**src/design/ugfb_pkg.sv**
```systemverilog
// ----------------------------------------------------------------------------
// ugfb_pkg
// Shared types, range table and divider constants for the four-byte encoder.
// ----------------------------------------------------------------------------
package ugfb_pkg;

   localparam int CP_W        = 21;
   localparam int RANGE_COUNT = 13;

   typedef logic [CP_W-1:0] cp_type;

   typedef struct packed {
      logic   hit;
      cp_type delta;
   } match_type;

   localparam cp_type INDEX_BASE = 21'd1687218;
   localparam logic [7:0] DIGIT_BASE = 8'h30;
   localparam logic [7:0] LEAD_BASE  = 8'h81;
   localparam int DIGIT_RADIX = 10;
   localparam int MID_RADIX   = 126;

   // reciprocal multipliers, exact over each stage's input range
   localparam logic [21:0] DIV10_WIDE_MUL = 22'd3355444;  // shift 25
   localparam logic [17:0] DIV126_MUL     = 18'd133153;   // shift 24
   localparam logic [9:0]  DIV10_NARROW_MUL = 10'd820;    // shift 13

   localparam cp_type RANGE_FIRST [RANGE_COUNT] = '{
      21'h00452, 21'h02643, 21'h0361B, 21'h03CE1, 21'h04160, 21'h044D7, 21'h0478E,
      21'h049B8, 21'h09FA6, 21'h0E865, 21'h0FA2A, 21'h0FFE6, 21'h10000
   };

   localparam cp_type RANGE_LAST [RANGE_COUNT] = '{
      21'h0200F, 21'h02E80, 21'h03917, 21'h04055, 21'h04336, 21'h0464B, 21'h04946,
      21'h04C76, 21'h0D7FF, 21'h0F92B, 21'h0FE2F, 21'h0FFFF, 21'h10FFFF
   };

   localparam cp_type RANGE_OFFSET [RANGE_COUNT] = '{
      21'd1688038, 21'd1696437, 21'd1700191, 21'd1701916, 21'd1703065,
      21'd1703947, 21'd1704636, 21'd1705179, 21'd1706261, 21'd1720768,
      21'd1725296, 21'd1726612, 21'd1876218
   };

endpackage

```
**src/design/ugfb_if.sv**
```systemverilog
// ----------------------------------------------------------------------------
// ugfb channel interfaces
// Valid/ready channels for code point requests and encoded responses.
// ----------------------------------------------------------------------------
interface ugfb_req_if;
   logic        valid;
   logic        ready;
   logic [20:0] code_point;

   modport source (output valid, output code_point, input ready);
   modport sink   (input valid, input code_point, output ready);
endinterface

interface ugfb_rsp_if;
   logic       valid;
   logic       ready;
   logic       status;
   logic [7:0] byte_first;
   logic [7:0] byte_second;
   logic [7:0] byte_third;
   logic [7:0] byte_fourth;

   modport source (output valid, output status, output byte_first, output byte_second,
                   output byte_third, output byte_fourth, input ready);
   modport sink   (input valid, input status, input byte_first, input byte_second,
                   input byte_third, input byte_fourth, output ready);
endinterface

```
**src/design/unicode_to_gb18030_four_byte_unit.sv**
```systemverilog
// ----------------------------------------------------------------------------
// unicode_to_gb18030_four_byte_unit
// Pipelined encoder from Unicode code points to GB18030 four-byte sequences.
//
// req carries one code point per beat, rsp one result per beat: status plus
// four bytes. status 1 marks a code point outside every four-byte range, and
// then all bytes are zero.
// Six register stages: range compare, index add, divide by 10, divide by 126,
// divide by 10, byte assembly. rsp valid comes from the byte assembly stage;
// throughput is one beat per cycle while rsp.ready stays high, set by the
// multiplier-based constant dividers that each own a stage.
// Reset empties every stage; req.ready is high right after reset.
// When rsp.ready is low, stages fill up behind the held output beat and
// req.ready drops only once every stage holds a beat; nothing is lost or
// repeated.
// ----------------------------------------------------------------------------
module unicode_to_gb18030_four_byte_unit
   import ugfb_pkg::*;
(
   input  logic        clock,
   input  logic        reset,
   ugfb_req_if.sink    req_bus,
   ugfb_rsp_if.source  rsp_bus
);

   match_type match;

   logic v1_ff, v2_ff, v3_ff, v4_ff, v5_ff, v6_ff;
   logic rdy1, rdy2, rdy3, rdy4, rdy5, rdy6;

   logic hit1_ff, hit2_ff, hit3_ff, hit4_ff, hit5_ff;
   cp_type cp1_ff, delta1_ff, idx2_ff, idx3_ff;
   logic [16:0] q1_3_ff, q1_4_ff;
   logic [9:0]  q2_4_ff, q2_5_ff;
   logic [3:0]  r1_4_ff, r1_5_ff;
   logic [6:0]  r2_5_ff, q3_5_ff;

   logic       status_ff;
   logic [7:0] b1_ff, b2_ff, b3_ff, b4_ff;

   cp_type      idx2_in;
   logic [42:0] prod3;
   logic [16:0] q1_3_in;
   cp_type      rem4;
   logic [34:0] prod4;
   logic [3:0]  r1_4_in;
   logic [9:0]  q2_4_in;
   logic [16:0] rem5;
   logic [19:0] prod5;
   logic [6:0]  r2_5_in, q3_5_in;
   logic [9:0]  rem6;
   logic [3:0]  r3;
   logic       status_in;
   logic [7:0] b1_in, b2_in, b3_in, b4_in;

   ugfb_range_match u_match (
      .code_point (req_bus.code_point),
      .match      (match)
   );

   // stall chain
   assign rdy6 = !v6_ff || rsp_bus.ready;
   assign rdy5 = !v5_ff || rdy6;
   assign rdy4 = !v4_ff || rdy5;
   assign rdy3 = !v3_ff || rdy4;
   assign rdy2 = !v2_ff || rdy3;
   assign rdy1 = !v1_ff || rdy2;
   assign req_bus.ready = rdy1;

   always_comb begin
      idx2_in = cp1_ff + delta1_ff;

      prod3   = 43'(idx2_ff) * 43'(DIV10_WIDE_MUL);
      q1_3_in = prod3[41:25];

      rem4    = idx3_ff - 21'(q1_3_ff) * 21'(DIGIT_RADIX);
      r1_4_in = rem4[3:0];
      prod4   = 35'(q1_3_ff) * 35'(DIV126_MUL);
      q2_4_in = prod4[33:24];

      rem5    = q1_4_ff - 17'(q2_4_ff) * 17'(MID_RADIX);
      r2_5_in = rem5[6:0];
      prod5   = 20'(q2_4_ff) * 20'(DIV10_NARROW_MUL);
      q3_5_in = prod5[19:13];

      rem6    = q2_5_ff - 10'(q3_5_ff) * 10'(DIGIT_RADIX);
      r3      = rem6[3:0];

      status_in = !hit5_ff;
      b1_in = '0;
      b2_in = '0;
      b3_in = '0;
      b4_in = '0;
      if (hit5_ff) begin
         b1_in = LEAD_BASE + 8'(q3_5_ff);
         b2_in = DIGIT_BASE + 8'(r3);
         b3_in = LEAD_BASE + 8'(r2_5_ff);
         b4_in = DIGIT_BASE + 8'(r1_5_ff);
      end
   end

   // valid bits
   always_ff @(posedge clock) begin
      if (reset) begin
         v1_ff <= 1'b0;
         v2_ff <= 1'b0;
         v3_ff <= 1'b0;
         v4_ff <= 1'b0;
         v5_ff <= 1'b0;
         v6_ff <= 1'b0;
      end else begin
         if (rdy1) v1_ff <= req_bus.valid;
         if (rdy2) v2_ff <= v1_ff;
         if (rdy3) v3_ff <= v2_ff;
         if (rdy4) v4_ff <= v3_ff;
         if (rdy5) v5_ff <= v4_ff;
         if (rdy6) v6_ff <= v5_ff;
      end
   end

   // payload
   always_ff @(posedge clock) begin
      if (rdy1) begin
         hit1_ff   <= match.hit;
         delta1_ff <= match.delta;
         cp1_ff    <= req_bus.code_point;
      end
      if (rdy2) begin
         hit2_ff <= hit1_ff;
         idx2_ff <= idx2_in;
      end
      if (rdy3) begin
         hit3_ff <= hit2_ff;
         idx3_ff <= idx2_ff;
         q1_3_ff <= q1_3_in;
      end
      if (rdy4) begin
         hit4_ff <= hit3_ff;
         r1_4_ff <= r1_4_in;
         q1_4_ff <= q1_3_ff;
         q2_4_ff <= q2_4_in;
      end
      if (rdy5) begin
         hit5_ff <= hit4_ff;
         r1_5_ff <= r1_4_ff;
         r2_5_ff <= r2_5_in;
         q2_5_ff <= q2_4_ff;
         q3_5_ff <= q3_5_in;
      end
      if (rdy6) begin
         status_ff <= status_in;
         b1_ff     <= b1_in;
         b2_ff     <= b2_in;
         b3_ff     <= b3_in;
         b4_ff     <= b4_in;
      end
   end

   assign rsp_bus.valid       = v6_ff;
   assign rsp_bus.status      = status_ff;
   assign rsp_bus.byte_first  = b1_ff;
   assign rsp_bus.byte_second = b2_ff;
   assign rsp_bus.byte_third  = b3_ff;
   assign rsp_bus.byte_fourth = b4_ff;

endmodule

```
**src/design/ugfb_range_match.sv**
```systemverilog
// ----------------------------------------------------------------------------
// ugfb_range_match
// Compares a code point against all mapped ranges and returns the index delta.
// ----------------------------------------------------------------------------
module ugfb_range_match
   import ugfb_pkg::*;
(
   input  cp_type    code_point,
   output match_type match
);

   always_comb begin
      match = '0;
      for (int k = RANGE_COUNT - 1; k >= 0; k--) begin
         if (code_point >= RANGE_FIRST[k] && code_point <= RANGE_LAST[k]) begin
            match.hit   = 1'b1;
            match.delta = cp_type'(RANGE_OFFSET[k] - INDEX_BASE - RANGE_FIRST[k]);
         end
      end
   end

endmodule

```
**src/flat_wrapper.sv**
```systemverilog
// flat-port wrapper written by rule: the top's interface ports become plain ports
module unicode_to_gb18030_four_byte_unit_flat import ugfb_pkg::*;
  (clock, reset, req_bus_valid, req_bus_code_point, req_bus_ready, rsp_bus_valid, rsp_bus_status, rsp_bus_byte_first, rsp_bus_byte_second, rsp_bus_byte_third, rsp_bus_byte_fourth, rsp_bus_ready);
  ugfb_req_if req_bus_i ();
  ugfb_rsp_if rsp_bus_i ();
  input  logic clock;
  input  logic reset;
  input wire logic [$bits(req_bus_i.valid)-1:0] req_bus_valid;
  input wire logic [$bits(req_bus_i.code_point)-1:0] req_bus_code_point;
  output wire logic [$bits(req_bus_i.ready)-1:0] req_bus_ready;
  output wire logic [$bits(rsp_bus_i.valid)-1:0] rsp_bus_valid;
  output wire logic [$bits(rsp_bus_i.status)-1:0] rsp_bus_status;
  output wire logic [$bits(rsp_bus_i.byte_first)-1:0] rsp_bus_byte_first;
  output wire logic [$bits(rsp_bus_i.byte_second)-1:0] rsp_bus_byte_second;
  output wire logic [$bits(rsp_bus_i.byte_third)-1:0] rsp_bus_byte_third;
  output wire logic [$bits(rsp_bus_i.byte_fourth)-1:0] rsp_bus_byte_fourth;
  input wire logic [$bits(rsp_bus_i.ready)-1:0] rsp_bus_ready;
  assign req_bus_i.valid = req_bus_valid;
  assign req_bus_i.code_point = req_bus_code_point;
  assign req_bus_ready = req_bus_i.ready;
  assign rsp_bus_valid = rsp_bus_i.valid;
  assign rsp_bus_status = rsp_bus_i.status;
  assign rsp_bus_byte_first = rsp_bus_i.byte_first;
  assign rsp_bus_byte_second = rsp_bus_i.byte_second;
  assign rsp_bus_byte_third = rsp_bus_i.byte_third;
  assign rsp_bus_byte_fourth = rsp_bus_i.byte_fourth;
  assign rsp_bus_i.ready = rsp_bus_ready;
  unicode_to_gb18030_four_byte_unit u_core (.clock(clock), .reset(reset), .req_bus(req_bus_i), .rsp_bus(rsp_bus_i));
endmodule
```
**config.mk**
```make
export PLATFORM = sky130hd
export DESIGN_NAME = unicode_to_gb18030_four_byte_unit_flat
export DESIGN_NICKNAME = d
export VERILOG_FILES = /design/src/design/ugfb_pkg.sv /design/src/design/ugfb_if.sv /design/src/design/unicode_to_gb18030_four_byte_unit.sv /design/src/design/ugfb_range_match.sv /design/src/flat_wrapper.sv
export SDC_FILE = /design/constraint.sdc
export NUM_CORES = 1
export LEC_CHECK = 0
export BUFFER_PORTS_ARGS = -buffer_cell sky130_fd_sc_hd__clkbuf_2
export CAP_MARGIN = 5
export CORE_MARGIN = 5
export CORE_UTILIZATION = 27
export DETAILED_ROUTE_END_ITERATION = 10
export GPL_TIMING_DRIVEN = 0
export HOLD_SLACK_MARGIN = 0.1
export PLACE_DENSITY = 0.41
export SYNTH_ARGS = -nofsm -noshare
export SYNTH_HDL_FRONTEND = slang
export SYNTH_SLANG_ARGS = --single-unit
export TNS_END_PERCENT = 50
```
**constraint.sdc**
```tcl
create_clock -name clock -period 14.3 [get_ports clock]
set_clock_uncertainty 0.2 [all_clocks]
set_input_delay 0 -clock clock [delete_from_list [all_inputs] [get_ports clock]]
set_output_delay 0 -clock clock [all_outputs]
set_load 0.01 [all_outputs]
```
# == After elaboration in Yosys (flattened, before gate mapping) ==
# Cells that the tools add are included.
# op_classes
n_addsub,8
n_mul,6
n_lt_le_gt_ge,26
n_mux,12
reduce_logical,33
# ops
operator,count
$le 21x15->1 const B,5
$ge 21x15->1 const B,4
$ge 21x16->1 const B,4
$le 21x16->1 const B,4
$mux 10,7
$ge 21x14->1 const B,3
$le 21x14->1 const B,3
$mux 15,4
$mul 21x20->40 const B,1
$mul 17x18->34 const B,1
$mux 22,1
$add 21x21->21,1
$ge 21x11->1 const B,1
$ge 21x17->1 const B,1
$le 21x21->1 const B,1
$mul 10x8->18 const B,1
$mul 17x3->3 const B,1
$add 8x7->8 const A,2
$add 6x4->7 const A,2
$logic_and 1x1->1,13
$reduce_or 12->1,1
$mul 10x6->6 const B,1
$reduce_or 9->1,1
$reduce_or 8->1,1
9 further kinds,21
# word_totals
register_bits,171
input_bits,25
elab_cells,120

# == Logic depth before layout (Yosys ltp) ==
# logic_depth
ltp_word,14
depth_mapped,23
ltp_nobuf,22

# == Cells and area by module ==
# From an unflattened synthesis, not the netlist that was laid out.
# unflattened
cells_unflattened,1679
area_unflattened_um2,18470.2
# modules_own_cells
module,n_inst,cells_each,area_per_inst_um2
unicode_to_gb18030_four_byte_unit,1,1463,17086.4
ugfb_range_match,1,216,1383.8

# == Worst setup path after synthesis ==
# No wires, ideal clock.
# synth_timing
kind,register to register
from,register u_core.idx2_ff[4]
to,register u_core.q1_3_ff[10] (data pin)
arrival_time_ns,5.851
t_required_ns,13.842
path_slack_ns,7.991
path_stages_with_launch,21
synth_period_minus_slack_ns,6.309
cell_sequence,edfxtp_1 > ha_1 > ha_1 > inv_1 > fa_1 > inv_1 > fa_1 > fa_1 > fa_1 > inv_1 > fa_1 > inv_1 > ha_1 > o21ai_0 > o21ai_0 > o2111ai_1 > nor4b_1 > nor3b_1 > o2111a_1 > or2_2 > o221a_2
# synth_via
elab_chain_cells,1
# synth_lines
element,line_no,source
"start, declared",unicode_to_gb18030_four_byte_unit.sv:32,"cp_type cp1_ff, delta1_ff, idx2_ff, idx3_ff;"
"start signal, assigned",unicode_to_gb18030_four_byte_unit.sv:130,idx2_ff <= idx2_in;
$mul 21x20->40,unicode_to_gb18030_four_byte_unit.sv:73,prod3 = 43'(idx2_ff) * 43'(DIV10_WIDE_MUL);
named net u_core.prod3[35],unicode_to_gb18030_four_byte_unit.sv:42,logic [42:0] prod3;
"end signal, assigned",unicode_to_gb18030_four_byte_unit.sv:135,q1_3_ff <= q1_3_in;
"end, declared",unicode_to_gb18030_four_byte_unit.sv:33,"logic [16:0] q1_3_ff, q1_4_ff;"
# The timed path passes the listed nets, and every way through them passes these cells.
# A chain may end at the register's enable or synchronous reset.

# == Worst setup path after layout ==
# layout_timing
from,register u_core.idx2_ff[8]
to,register u_core.q1_3_ff[10] (data pin)
# Same word-level chain as after synthesis.

==> qor.txt <==
Reg area: 4684 sq um
RSZ-0062 raised after global routing: false
Pin count of the biggest net entering global routing: 27
Postcts setup bufs: 0
Nets@finish: 2,424
CP top delay family: adder cells
Worst Setup SP: u_core.idx2_ff[8]
Crit-path cells: ha_1 > clkbuf_1 > xor2_1 > ha_1 > a21o_1 > ha_1 > inv_1 > fa_1 > fa_1 > inv_1 > fa_1 > inv_1 > fa_1 > inv_1 > ha_1 > nand4_1 > o21bai_1 > a221o_1 > nor4b_1 > nor3b_1 > o2111a_1 > or2_2 > o221a_2
Num Clock Sinks: 158
R2R Setup Slk: 7.02 ns
Std-Cell Rows: 95
Final core occ: 30.80%
Yosys cell types: 77
Crit path required time: 14.32 ns
CP max stage cell: edfxtp_1
DRT Wirelength: 44.84 mm
Area grow syn2layout: 12.70%
Worst R2R End: u_core.q1_3_ff[10]
Commonest non-fill, non-tap cell in the layout: ha_1
Crit path buf inv count: 5
Post_cts resized: 0
Critical path class: reg -> reg
Commonest non-fill, non-tap cells in the layout: 365 x ha_1, 347 x inv_1, 173 x fa_1
CP peak stage delay: 0.57 ns
Avg Cell Area, Syn: 10.54 sq um
# setup viols final: 0
Total GRT Usage: 12.49%
Initial antenna violation count: 1
Multi-input logic area: 12,280 sq um
Vias per cell: 4.578
Skew-Pair Late Insertion Delay: 0.47 ns
Die extent in x: 271.2 microns
Sequential-to-total area share from yosys stat: 25.43%
Crit path DAT: 7.30 ns
Hold worst-path end: u_core.cp1_ff[10]
Slew Limit Fails: 0
Setup TNS Final: 0 ns
DIE AREA: 73,540 sq um
WL/cell: 16.32 microns
Chip Height: 271.2 microns
Final hold vios: 0
Synth Instances: 1,747
R2R depth: 23
Filler cells: 6,917
Rel. slew slack: 18.20%
Initial DRC count: 548
Synthesized flop and latch total: 158
Clock root buffer: clkbuf_16
CTS tree: done
Max cap viols: 0
Worst min path class: in -> reg
Final antenna-violating net count: 0
Setup crit start kind: flip-flop
Worst-Margin Slew: 1.224 ns
Vias: 12,581
Total I/O pin count: 60
Status: finished clean
Drt pass-1 iters: 5
Number of global-route vias before repair: 13,290
Min Tclk post-route: 7.285 ns
Initial Util: 27.33%
Final Wtd Congestion: 0.8502
Fmax: 0.1373 GHz
Setup crit end kind: flip-flop
Critical path depth in cells: 23
Post-synth top flop: edfxtp_1
Final period util: 50.94%
YS warnings: 0
CTS clk-pin slew, worst paths: 0.07 ns
Global route overflow: 0
CTS Buffer Depth: 2
First-pass GRT wire length: 72.22 mm
Async set-reset flop share out of synthesis: 0%
Core area: 67,400 sq um
Hold path depth: 2
Worst Hold Launch: req_bus_code_point[10]
Synthesized area: 18,420 sq um
Layout cell share with drive strength beyond 1: 6.457%
Reg2reg start: u_core.idx2_ff[8]
Number of H-tree levels: 4
Hold_buf cts: 35
PortBufs: 55
Total CTS buffers: 17
# DRC: 0
DP Wirelength: 38.71 mm
CP Max Fanout: 6
EDFF count, synth: 152
## cells in the mapped netlist, types with 7 or more instances
cell type / n / area, sq um
fa_1: 173 / 3463
or3_1: 13 / 81.33
a31oi_1: 11 / 68.82
o211ai_1: 10 / 75.07
o21ai_0: 43 / 215.2
nor2b_1: 9 / 56.30
and3_1: 12 / 75.07
nor2_1: 84 / 315.3
ha_1: 365 / 4567
o21a_1: 10 / 75.07
nand3_1: 26 / 130.1
inv_1: 347 / 1303
a21oi_1: 63 / 315.3
nand2b_1: 16 / 100.1
edfxtp_1: 152 / 4564
nor4_1: 12 / 75.07
nand2_1: 52 / 195.2
nor3_1: 26 / 130.1
a211oi_1: 11 / 82.58
xnor2_1: 54 / 473.0
or2_2: 7 / 43.79
xor2_1: 45 / 394.1
buf_4: 7 / 52.55
and2_1: 25 / 156.4
clkbuf_1: 25 / 93.84
nand4_1: 22 / 137.6
a21o_1: 27 / 202.7
## metrics by stage
step	setup slack (ns)	instance area [sq um]	hold slack (ns)	std cells
after floorplan	7.991	18430	-0.1309	1750
after global placement	6.998	19800	0.001565	2678
after detailed placement	6.948	19830	0.01002	2680
after CTS	6.913	20750	0.1033	2747
after global routing	6.661	20750	0.1439	2747
final	7.015	20760	0.1464	2748
## per-layer routing
layer  GRT usage, %  vias up  part of all wire [%]
li1               -     6197                     -
met5              0        -                     0
met2          20.76      187                    47
met4          4.197        0                   2.4
met3          2.128       52                   3.1
met1          16.55     6145                    47
## how the worst max path moves through the flow
stage	end	slack, ns
final	u_core.q1_3_ff[10]	7.02
after global routing	u_core.q1_3_ff[10]	6.66
after CTS	u_core.q1_3_ff[10]	6.91
after detailed placement	u_core.q1_3_ff[10]	6.95
after global placement	u_core.q1_3_ff[10]	7.00
after floorplan	u_core.q1_3_ff[10]	7.99
## state kept, by name (all words and copies together), names as in the netlist, 5 cells and up
name                        flops
u_core.cp1_ff                  21
u_core.idx2_ff                 21
u_core.q1_3_ff                 17
u_core.delta1_ff               16
u_core.q2_4_ff                 10
u_core.rsp_bus.byte_first       8
u_core.rsp_bus.byte_third       8
u_core.q1_4_ff                  7
u_core.q3_5_ff                  7
u_core.r2_5_ff                  7
u_core.rsp_bus.byte_second      5
## kinds of logic (layout without fill, tap and decap cells)
| group | Yosys count | after routing | synth area share, % |
|---|---|---|---|
| fa+ha+maj | 538 | 538 | 43.60 |
| buf+inv | 382 | 506 | 7.975 |
| simple gates | 330 | 330 | 9.449 |
| compound gates | 237 | 237 | 8.709 |
| flops | 158 | 158 | 25.43 |
| xor+xnor | 99 | 99 | 4.708 |
| mux | 2 | 2 | 0.1087 |
| other cells | 1 | 5 | 0.02036 |
## final cells by class
type                            instances  area share, %
Antenna cell                            1        0.01206
Clock buffer                           17          2.049
Tap cell                              873          5.262
Buffer                                 34         0.7836
Multi-Input combinational cell       1210          59.14
Inverter                              348          6.293
Timing Repair Buffer                   92          3.159
Sequential cell                       158          22.57
Clock inverter                         15         0.7294
Power is not shown: default switching activity piles up to over one toggle a cycle in this logic, so the estimate is an artifact.
